**src/design/ppwl_pkg.sv**
```systemverilog
`timescale 1ns / 1ps
// ----------------------------------------------------------------------------
// ppwl_pkg
// Types and constants shared by the positional PID unit.
// ----------------------------------------------------------------------------
package ppwl_pkg;

   localparam int InW      = 16;
   localparam int GainW    = 16;
   localparam int ErrW     = 17;
   localparam int DiffW    = 18;
   localparam int SumW     = 32;
   localparam int DriveW   = 32;
   localparam int CsrW     = 32;
   localparam int CsrAddrW = 3;
   localparam int ModeW    = 3;
   localparam int FracBits = 8;
   localparam int ProdPW   = GainW + ErrW;
   localparam int ProdIW   = GainW + SumW;
   localparam int ProdDW   = GainW + DiffW;
   localparam int AccW     = ProdIW + 1;
   localparam int ShW      = AccW - FracBits;

   // Proportional gain after reset is -2.0 in Q8.8.
   localparam logic signed [GainW-1:0] GainPReset = -16'sd512;

   typedef enum logic [CsrAddrW-1:0] {
      REG_GAIN_P       = 3'd0,
      REG_GAIN_I       = 3'd1,
      REG_GAIN_D       = 3'd2,
      REG_INTEGRAL_MAX = 3'd3,
      REG_INTEGRAL_MIN = 3'd4,
      REG_DRIVE_MAX    = 3'd5,
      REG_DRIVE_MIN    = 3'd6,
      REG_MODE_BITS    = 3'd7
   } reg_index_type;

   typedef struct packed {
      logic signed [GainW-1:0]  gain_p;
      logic signed [GainW-1:0]  gain_i;
      logic signed [GainW-1:0]  gain_d;
      logic signed [SumW-1:0]   integral_max;
      logic signed [SumW-1:0]   integral_min;
      logic signed [DriveW-1:0] drive_max;
      logic signed [DriveW-1:0] drive_min;
      logic                     drive_clamp_en;
      logic                     integral_clamp_en;
      logic                     integral_en;
   } cfg_type;

   typedef struct packed {
      logic signed [ErrW-1:0]  err;
      logic signed [SumW-1:0]  sum;
      logic signed [DiffW-1:0] diff;
   } terms_type;

   typedef struct packed {
      logic signed [ProdPW-1:0] prod_p;
      logic signed [ProdIW-1:0] prod_i;
      logic signed [ProdDW-1:0] prod_d;
   } prod_type;

endpackage

```
**src/design/ppwl_csr.sv**
```systemverilog
`timescale 1ns / 1ps
// ----------------------------------------------------------------------------
// ppwl_csr
// Configuration registers: gains, integral and drive limits, mode bits.
// ----------------------------------------------------------------------------
module ppwl_csr (
   input  logic                          clock,
   input  logic                          reset,
   input  logic                          csr_we,
   input  logic [ppwl_pkg::CsrAddrW-1:0] csr_addr,
   input  logic [ppwl_pkg::CsrW-1:0]     csr_wdata,
   output ppwl_pkg::cfg_type             cfg
);
   import ppwl_pkg::*;

   cfg_type cfg_ff;
   cfg_type cfg_in;

   always_comb begin
      cfg_in = cfg_ff;
      if (csr_we) begin
         unique case (reg_index_type'(csr_addr))
            REG_GAIN_P:       cfg_in.gain_p       = csr_wdata[GainW-1:0];
            REG_GAIN_I:       cfg_in.gain_i       = csr_wdata[GainW-1:0];
            REG_GAIN_D:       cfg_in.gain_d       = csr_wdata[GainW-1:0];
            REG_INTEGRAL_MAX: cfg_in.integral_max = csr_wdata[SumW-1:0];
            REG_INTEGRAL_MIN: cfg_in.integral_min = csr_wdata[SumW-1:0];
            REG_DRIVE_MAX:    cfg_in.drive_max    = csr_wdata[DriveW-1:0];
            REG_DRIVE_MIN:    cfg_in.drive_min    = csr_wdata[DriveW-1:0];
            REG_MODE_BITS: begin
               cfg_in.integral_en       = csr_wdata[0];
               cfg_in.integral_clamp_en = csr_wdata[1];
               cfg_in.drive_clamp_en    = csr_wdata[2];
            end
            default: cfg_in = cfg_ff;
         endcase
      end
   end

   always_ff @(posedge clock) begin
      if (reset) begin
         cfg_ff <= '{gain_p: GainPReset, default: '0};
      end else begin
         cfg_ff <= cfg_in;
      end
   end

   assign cfg = cfg_ff;

endmodule

```
**src/design/ppwl_state.sv**
```systemverilog
`timescale 1ns / 1ps
// ----------------------------------------------------------------------------
// ppwl_state
// Error, integral and derivative stage holding the controller state.
// ----------------------------------------------------------------------------
module ppwl_state (
   input  logic                            clock,
   input  logic                            reset,
   input  logic                            enable,
   input  logic signed [ppwl_pkg::InW-1:0] measured,
   input  logic signed [ppwl_pkg::InW-1:0] target,
   input  ppwl_pkg::cfg_type               cfg,
   output ppwl_pkg::terms_type             terms
);
   import ppwl_pkg::*;

   // err_ff doubles as the previous error for the next transaction.
   logic signed [ErrW-1:0]  err_ff;
   logic signed [ErrW-1:0]  err_in;
   logic signed [SumW-1:0]  sum_ff;
   logic signed [SumW-1:0]  sum_in;
   logic signed [DiffW-1:0] diff_ff;
   logic signed [DiffW-1:0] diff_in;
   logic signed [SumW:0]    sum_wide;
   logic signed [SumW-1:0]  sum_sat;

   always_comb begin
      err_in   = {target[InW-1], target} - {measured[InW-1], measured};
      diff_in  = {err_in[ErrW-1], err_in} - {err_ff[ErrW-1], err_ff};
      sum_wide = {sum_ff[SumW-1], sum_ff}
               + {{(SumW + 1 - ErrW){err_in[ErrW-1]}}, err_in};
      if (sum_wide[SumW] != sum_wide[SumW-1]) begin
         sum_sat = {sum_wide[SumW], {(SumW - 1){~sum_wide[SumW]}}};
      end else begin
         sum_sat = sum_wide[SumW-1:0];
      end
      sum_in = sum_sat;
      if (cfg.integral_clamp_en) begin
         if (sum_sat >= $signed(cfg.integral_max)) begin
            sum_in = cfg.integral_max;
         end else if (sum_sat <= $signed(cfg.integral_min)) begin
            sum_in = cfg.integral_min;
         end
      end
      if (!cfg.integral_en) begin
         sum_in = '0;
      end
   end

   always_ff @(posedge clock) begin
      if (reset) begin
         err_ff <= '0;
         sum_ff <= '0;
      end else if (enable) begin
         err_ff <= err_in;
         sum_ff <= sum_in;
      end
   end

   always_ff @(posedge clock) begin
      if (enable) begin
         diff_ff <= diff_in;
      end
   end

   assign terms.err  = err_ff;
   assign terms.sum  = sum_ff;
   assign terms.diff = diff_ff;

   a_sum_zero: assert property (@(posedge clock) disable iff (reset)
      enable && !cfg.integral_en |=> sum_ff == '0)
      else $error("integral not cleared while disabled");

   a_sum_clamp: assert property (@(posedge clock) disable iff (reset)
      enable && cfg.integral_en && cfg.integral_clamp_en |=>
         (sum_ff <= $signed($past(cfg.integral_max))) ||
         (sum_ff == $past(cfg.integral_min)))
      else $error("integral outside its limits");

endmodule

```
**src/design/ppwl_mult.sv**
```systemverilog
`timescale 1ns / 1ps
// ----------------------------------------------------------------------------
// ppwl_mult
// Three parallel gain multiplications with registered products.
// ----------------------------------------------------------------------------
module ppwl_mult (
   input  logic                clock,
   input  logic                enable,
   input  ppwl_pkg::terms_type terms,
   input  ppwl_pkg::cfg_type   cfg,
   output ppwl_pkg::prod_type  prods
);
   import ppwl_pkg::*;

   prod_type prods_ff;
   prod_type prods_in;

   always_comb begin
      prods_in.prod_p = ProdPW'($signed(cfg.gain_p)) * ProdPW'($signed(terms.err));
      prods_in.prod_i = ProdIW'($signed(cfg.gain_i)) * ProdIW'($signed(terms.sum));
      prods_in.prod_d = ProdDW'($signed(cfg.gain_d)) * ProdDW'($signed(terms.diff));
   end

   always_ff @(posedge clock) begin
      if (enable) begin
         prods_ff <= prods_in;
      end
   end

   assign prods = prods_ff;

endmodule

```
**src/design/ppwl_out.sv**
```systemverilog
`timescale 1ns / 1ps
// ----------------------------------------------------------------------------
// ppwl_out
// Sum of the products, Q8.8 scaling, drive clamp and 32-bit saturation.
// ----------------------------------------------------------------------------
module ppwl_out (
   input  logic                               clock,
   input  logic                               reset,
   input  logic                               enable,
   input  ppwl_pkg::prod_type                 prods,
   input  ppwl_pkg::cfg_type                  cfg,
   output logic signed [ppwl_pkg::DriveW-1:0] drive
);
   import ppwl_pkg::*;

   logic signed [AccW-1:0]   acc;
   logic signed [ShW-1:0]    scaled;
   logic signed [ShW-1:0]    clamped;
   logic signed [DriveW-1:0] drive_in;
   logic signed [DriveW-1:0] drive_ff;

   always_comb begin
      acc = {{(AccW - ProdPW){prods.prod_p[ProdPW-1]}}, prods.prod_p}
          + {{(AccW - ProdIW){prods.prod_i[ProdIW-1]}}, prods.prod_i}
          + {{(AccW - ProdDW){prods.prod_d[ProdDW-1]}}, prods.prod_d};
      // Dropping the fraction bits rounds toward minus infinity.
      scaled  = acc[AccW-1:FracBits];
      clamped = scaled;
      if (cfg.drive_clamp_en) begin
         if (scaled >= $signed({{(ShW - DriveW){cfg.drive_max[DriveW-1]}},
                                cfg.drive_max})) begin
            clamped = {{(ShW - DriveW){cfg.drive_max[DriveW-1]}}, cfg.drive_max};
         end else if (scaled <= $signed({{(ShW - DriveW){cfg.drive_min[DriveW-1]}},
                                         cfg.drive_min})) begin
            clamped = {{(ShW - DriveW){cfg.drive_min[DriveW-1]}}, cfg.drive_min};
         end
      end
      if ((&clamped[ShW-1:DriveW-1]) || !(|clamped[ShW-1:DriveW-1])) begin
         drive_in = clamped[DriveW-1:0];
      end else begin
         drive_in = {clamped[ShW-1], {(DriveW - 1){~clamped[ShW-1]}}};
      end
   end

   always_ff @(posedge clock) begin
      if (enable) begin
         drive_ff <= drive_in;
      end
   end

   assign drive = drive_ff;

   a_drive_clamp: assert property (@(posedge clock) disable iff (reset)
      enable && cfg.drive_clamp_en |=>
         (drive_ff <= $signed($past(cfg.drive_max))) ||
         (drive_ff == $past(cfg.drive_min)))
      else $error("drive outside its limits");

endmodule

```
**src/design/positional_pid_with_limits_unit.sv**
```systemverilog
`timescale 1ns / 1ps
// ----------------------------------------------------------------------------
// positional_pid_with_limits_unit
// Positional PID controller step with optional integral and drive limits.
// ----------------------------------------------------------------------------
// Each req transaction carries a measured value and a target; each produces
// exactly one rsp transaction carrying the drive, in order.
// The csr port writes gains, limits and mode bits; write it only while no
// transaction is in flight.
// Pipeline: input register, error/integral stage, multiply stage and
// result register; the drive of an accepted req transaction passes
// through them in that order to rsp. One transaction can be taken every
// cycle while rsp_tready does not hold the pipeline. The integral and
// previous error update in the error stage, closing the only feedback loop.
// When rsp_tready is low the pipeline holds and req_tready falls once all
// four registers are full; nothing is dropped.
// Reset clears the pipeline, the integral and the previous error, and
// restores the registers to their defaults (proportional gain -2.0).
// ----------------------------------------------------------------------------
module positional_pid_with_limits_unit (
   input  logic                          clock,
   input  logic                          reset,
   input  logic                          req_tvalid,
   output logic                          req_tready,
   input  logic [31:0]                   req_tdata,  // measured[15:0], target[31:16]
   output logic                          rsp_tvalid,
   input  logic                          rsp_tready,
   output logic [31:0]                   rsp_tdata,  // drive[31:0]
   input  logic                          csr_we,
   input  logic [ppwl_pkg::CsrAddrW-1:0] csr_addr,
   input  logic [ppwl_pkg::CsrW-1:0]     csr_wdata
);
   import ppwl_pkg::*;

   cfg_type   cfg;
   terms_type terms;
   prod_type  prods;

   logic signed [InW-1:0]    measured_ff;
   logic signed [InW-1:0]    target_ff;
   logic signed [DriveW-1:0] drive;

   logic s0_valid_ff, s0_valid_in;
   logic s1_valid_ff, s1_valid_in;
   logic s2_valid_ff, s2_valid_in;
   logic rsp_valid_ff, rsp_valid_in;
   logic s0_ready, s1_ready, s2_ready, s3_ready;
   logic s0_move, s1_move, s2_move, req_take;

   always_comb begin
      s3_ready = !rsp_valid_ff || rsp_tready;
      s2_ready = !s2_valid_ff || s3_ready;
      s1_ready = !s1_valid_ff || s2_ready;
      s0_ready = !s0_valid_ff || s1_ready;
      s2_move  = s2_valid_ff && s3_ready;
      s1_move  = s1_valid_ff && s2_ready;
      s0_move  = s0_valid_ff && s1_ready;
      req_take = req_tvalid && s0_ready;

      s0_valid_in  = req_take ? 1'b1 : (s1_ready ? 1'b0 : s0_valid_ff);
      s1_valid_in  = s0_move  ? 1'b1 : (s2_ready ? 1'b0 : s1_valid_ff);
      s2_valid_in  = s1_move  ? 1'b1 : (s3_ready ? 1'b0 : s2_valid_ff);
      rsp_valid_in = s2_move  ? 1'b1 : (rsp_tready ? 1'b0 : rsp_valid_ff);
   end

   always_ff @(posedge clock) begin
      if (reset) begin
         s0_valid_ff  <= 1'b0;
         s1_valid_ff  <= 1'b0;
         s2_valid_ff  <= 1'b0;
         rsp_valid_ff <= 1'b0;
      end else begin
         s0_valid_ff  <= s0_valid_in;
         s1_valid_ff  <= s1_valid_in;
         s2_valid_ff  <= s2_valid_in;
         rsp_valid_ff <= rsp_valid_in;
      end
   end

   always_ff @(posedge clock) begin
      if (req_take) begin
         measured_ff <= req_tdata[InW-1:0];
         target_ff   <= req_tdata[2*InW-1:InW];
      end
   end

   ppwl_csr u_csr (
      .clock     (clock),
      .reset     (reset),
      .csr_we    (csr_we),
      .csr_addr  (csr_addr),
      .csr_wdata (csr_wdata),
      .cfg       (cfg)
   );

   ppwl_state u_state (
      .clock    (clock),
      .reset    (reset),
      .enable   (s0_move),
      .measured (measured_ff),
      .target   (target_ff),
      .cfg      (cfg),
      .terms    (terms)
   );

   ppwl_mult u_mult (
      .clock  (clock),
      .enable (s1_move),
      .terms  (terms),
      .cfg    (cfg),
      .prods  (prods)
   );

   ppwl_out u_out (
      .clock  (clock),
      .reset  (reset),
      .enable (s2_move),
      .prods  (prods),
      .cfg    (cfg),
      .drive  (drive)
   );

   assign req_tready = s0_ready;
   assign rsp_tvalid = rsp_valid_ff;
   assign rsp_tdata  = drive;

   a_take_fills_input: assert property (@(posedge clock) disable iff (reset)
      req_tvalid && req_tready |=> s0_valid_ff)
      else $error("accepted transaction not held in the input register");

   a_result_source: assert property (@(posedge clock) disable iff (reset)
      $rose(rsp_valid_ff) |-> $past(s2_valid_ff))
      else $error("result raised without a product in flight");

endmodule
```
**config.mk**
```make
export PLATFORM = sky130hd
export DESIGN_NAME = positional_pid_with_limits_unit
export DESIGN_NICKNAME = d
export VERILOG_FILES = /design/src/design/ppwl_pkg.sv /design/src/design/ppwl_csr.sv /design/src/design/ppwl_state.sv /design/src/design/ppwl_mult.sv /design/src/design/ppwl_out.sv /design/src/design/positional_pid_with_limits_unit.sv
export SDC_FILE = /design/constraint.sdc
export NUM_CORES = 2
export LEC_CHECK = 0
export BUFFER_PORTS_ARGS = -buffer_cell sky130_fd_sc_hd__buf_2
export CORE_UTILIZATION = 35
export CTS_BUF_LIST = sky130_fd_sc_hd__clkbuf_8
export CTS_CLUSTER_DIAMETER = 120
export CTS_CLUSTER_SIZE = 24
export DETAILED_ROUTE_END_ITERATION = 6
export GPL_TIMING_DRIVEN = 0
export SETUP_SLACK_MARGIN = 0.5
export SLEW_MARGIN = 20
export SYNTH_ARGS = -nofsm -noshare
export SYNTH_HDL_FRONTEND = slang
export SYNTH_SLANG_ARGS = --single-unit
```
**constraint.sdc**
```tcl
create_clock -name clock -period 14.7 [get_ports clock]
set_clock_uncertainty 0.15 [all_clocks]
set_input_delay 1.47 -clock clock [delete_from_list [all_inputs] [get_ports clock]]
set_output_delay 1.47 -clock clock [all_outputs]
set_load 0.01 [all_outputs]
```
==> results.py <==
metrics = {
    "worst_setup_path": {
        "worst_setup_path_start_kind": "register",
        "critPathSlowestCell": "a21boi_0",
        "crit_start": "measured_ff[0]",
        "crit_arrival_ns": 11.80,
        "slowest_delay_ns": 0.55,
        "reg2regPathDepth": 42,
        "critPathKind": "register to register",
        "crit_required_ns": 15.23,
        "regToRegSetupSlack_ns": 3.43,
        "regToRegEndpoint": "u_state.sum_ff[18]",
        "crit_path_frequent_cell": "o21ai_0",
        "worstReg2RegStart": "measured_ff[0]",
        "critical_path.endpoint_type": "register",
        "path_max_fanout": 16,
    },
    "hold_path": {
        "hold_depth": 2,
        "hold_end": "u_csr.cfg[33]",
        "hp-start": "u_csr.cfg[33]",
        "holdCritPathClass": "register to register",
    },
    "global_route": {
        "grt_pass1_vias": 51300,
        "grt_pass1_wl_mm": 313,
        "grtUsageTotal_pct": 22.3,
        "grt_overflow": 0,
        "grt_max_degree": 31,
        "antenna_found_initial": 33,
    },
    "layout": {
        "layout_common_cells": "inv_1, nand2_1, fa_1, ha_1, a21oi_1",
        "multiInputGateArea_um2": 47200,
        "drive_above_1_share_pct": 2.56,
        "fill_cells": 18500,
        "final_common_cell": "inv_1",
        "nets": 8936,
        "areaGrowthSynthToFinish_pct": 6.84,
        "regArea_um2": 10600,
    },
    "place": {
        "hpwl_mm": 171,
        "place_congestion": 0.984,
        "io_buffers": 99,
        "place_ws_ns": 3.32,
    },
    "logic_synthesis": {
        "yosys_warnings": 0,
        "synth_ff_type": "dfxtp_1",
        "synthesis.area_um2": 63700,
        "syn_nets": 8799,
        "synthArstFlopShare_pct": 0,
        "ys_ff_latch": 429,
        "seq_area_frac_synth_pct": 16.6,
        "synth_edf_count": 197,
        "synthDistinctLibCells": 77,
        "syn_area_per_cell_um2": 9.00,
        "synthCells": 7082,
    },
    "clocking": {
        "clk_latency_ns": 0.76,
        "post-cts-setup-buffers": 0,
        "clockBufferDepth": 3,
        "cts_tree": "built",
        "cts_buffers": 25,
        "clockRootBuffer": "clkbuf_8",
        "cts-resized-gates": 0,
        "holdBufCountCts": 0,
        "htree_num_levels": 1,
        "path_clk_slew_ns": 0.17,
        "cts.sink_count": 429,
    },
    "sta": {
        "rsz0062_at_grt": "false",
        "finalCriticalPeriod_ns": 11.27,
        "max_slew_margin_pct": 22.6,
        "max_freq_ghz": 0.0887,
        "setup-violations-final": 0,
        "worst_slew_pin_slew_ns": 1.16,
        "final-hold-violation-count": 0,
        "post-route-period-util_pct": 76.7,
        "layout_setup_ws_ns": 3.43,
        "report.final.slew_viol_count": 0,
        "final.setup.tns_ns": 0,
    },
    "routing": {
        "dr.first_iter.drc_count": 4136,
        "vias_per_cell": 5.15,
        "drtAntennaViolNets": 0,
        "wire_per_inst_um": 21.3,
        "drc": 0,
        "wl_mm": 205,
        "dr.pass1.iters": 6,
        "vias": 49500,
    },
    "die": {
        "initial_core_util_pct": 35.2,
        "fp.dieH_um": 429,
        "core_area_um2": 181000,
        "die_area_um2": 184000,
        "die_x_um": 429,
        "io_pins": 106,
        "placementRows": 156,
    },
    "power": {
        "p_leak_nw": 29.0,
        "power.density_nw_per_um2": 115,
        "totalPowerFinal_mw": 7.83,
        "ir_drop_mv": 0.256,
    },
    "flow_run": {
        "cap_violations": 0,
    },
    "status": {
        "status": "finished, final reports clean",
    },
}
==> registers in the layout, indices dropped and copies added, names as in the netlist <==
register / flops
measured_ff: 16
u_out.drive: 32
u_state.sum_ff: 32
s0_valid_ff: 1
u_mult.prods: 115
s1_valid_ff: 1
target_ff: 16
u_state.diff_ff: 18
rsp_tvalid: 1
u_state.err_ff: 17
u_csr.cfg: 179
s2_valid_ff: 1
==> worst max-delay path: cells and delay by family, from the launching register on <==
kind                       cells  cell delay [ns]
AOI/OAI and AO/OA             19             5.14
adders and majority gates      4             1.33
buffers and inverters          5             1.48
DFF                            1             0.40
and+or+nand+nor               14             2.71
==> cell families after synthesis <==
family                   synth area share (%)
AO/OA/AOI/OAI                            10.3
adder cells (fa/ha/maj)                  45.6
buffers and inverters                    9.50
flip-flops                               16.6
multiplexers                           0.0786
AND/OR/NAND/NOR                          15.0
XOR/XNOR                                 2.93
==> cells in the mapped netlist (7+ instances only) <==
cell / number / share of area (%)
a211o_1: 15 / 0.21
a211oi_1: 24 / 0.28
a21boi_0: 17 / 0.20
a21o_1: 140 / 1.6
a21oi_1: 458 / 3.6
a221o_1: 11 / 0.17
a22oi_1: 8 / 0.094
a31oi_1: 20 / 0.20
and2_1: 376 / 3.7
and3_1: 21 / 0.21
buf_1: 10 / 0.059
clkbuf_1: 273 / 1.6
dfxtp_1: 232 / 7.3
edfxtp_1: 197 / 9.3
fa_1: 1102 / 35
ha_1: 543 / 11
inv_1: 1322 / 7.8
maj3_1: 22 / 0.35
nand2_1: 1215 / 7.2
nand2b_1: 71 / 0.70
nand3_1: 48 / 0.38
nand3b_1: 8 / 0.094
nand4_1: 41 / 0.40
nor2_1: 189 / 1.1
nor2b_1: 41 / 0.40
nor3_1: 32 / 0.25
nor4_1: 15 / 0.15
o211ai_1: 12 / 0.14
o21a_1: 32 / 0.38
o21ai_0: 177 / 1.4
o21ai_1: 7 / 0.055
o21bai_1: 32 / 0.38
o221ai_1: 25 / 0.34
o31ai_1: 13 / 0.15
or3_1: 8 / 0.079
xnor2_1: 150 / 2.1
xor2_1: 63 / 0.87
==> worst max path at each step <==
stage / to / slack [ns] / cells after the start
after floorplan: u_mult.prods[0] / 3.91 / 2
after global placement: u_mult.prods[74] / -0.08 / 3
after detailed placement: u_state.sum_ff[19] / 3.32 / 39
after CTS: u_state.sum_ff[12] / 3.26 / 37
after global routing: u_state.sum_ff[20] / 2.45 / 39
final: u_state.sum_ff[18] / 3.43 / 42
==> area by class of cell <==
cell class / count / area share, %
Multi-Input combinational cell: 5042 / 69.3
Timing Repair Buffer: 110 / 1.08
Sequential cell: 429 / 15.5
Tap cell: 2370 / 4.36
Clock buffer: 25 / 0.506
Clock inverter: 17 / 0.307
Inverter: 1322 / 7.29
Antenna cell: 8 / 0.0294
Buffer: 289 / 1.61
==> where the power goes <==
part	switching, mW	total, mW	internal [mW]
sequential	0.130	1.59	1.46
combinational	3.57	5.57	2.00
clock	0.459	0.672	0.213
total	4.16	7.83	3.67
==> metal layers <==
metal  share of wire [%]  routed length [µm]  vias to the layer above  global-route usage [%]
li1                    -                   -                    22500                       -
met1                  43               87200                    25000                    30.2
met2                  46               93600                     1771                    36.6
met3                 7.9               16100                      341                    3.55
met4                 3.7                7530                       10                    7.06
met5               0.039                  80                        -                       0
==> metrics by stage <==
stage	util (%)	cell area, µm²	hold slack [ns]	instances
after CTS	37.6	68000	0.317	9603
after detailed placement	37.3	67500	0.298	9561
after floorplan	-	63700	0.286	7082
after global placement	37.2	67200	0.294	9551
final	37.7	68100	0.315	9612
after global routing	37.7	68100	0.329	9609
No activity file was read; power rests on OpenSTA's default activity.
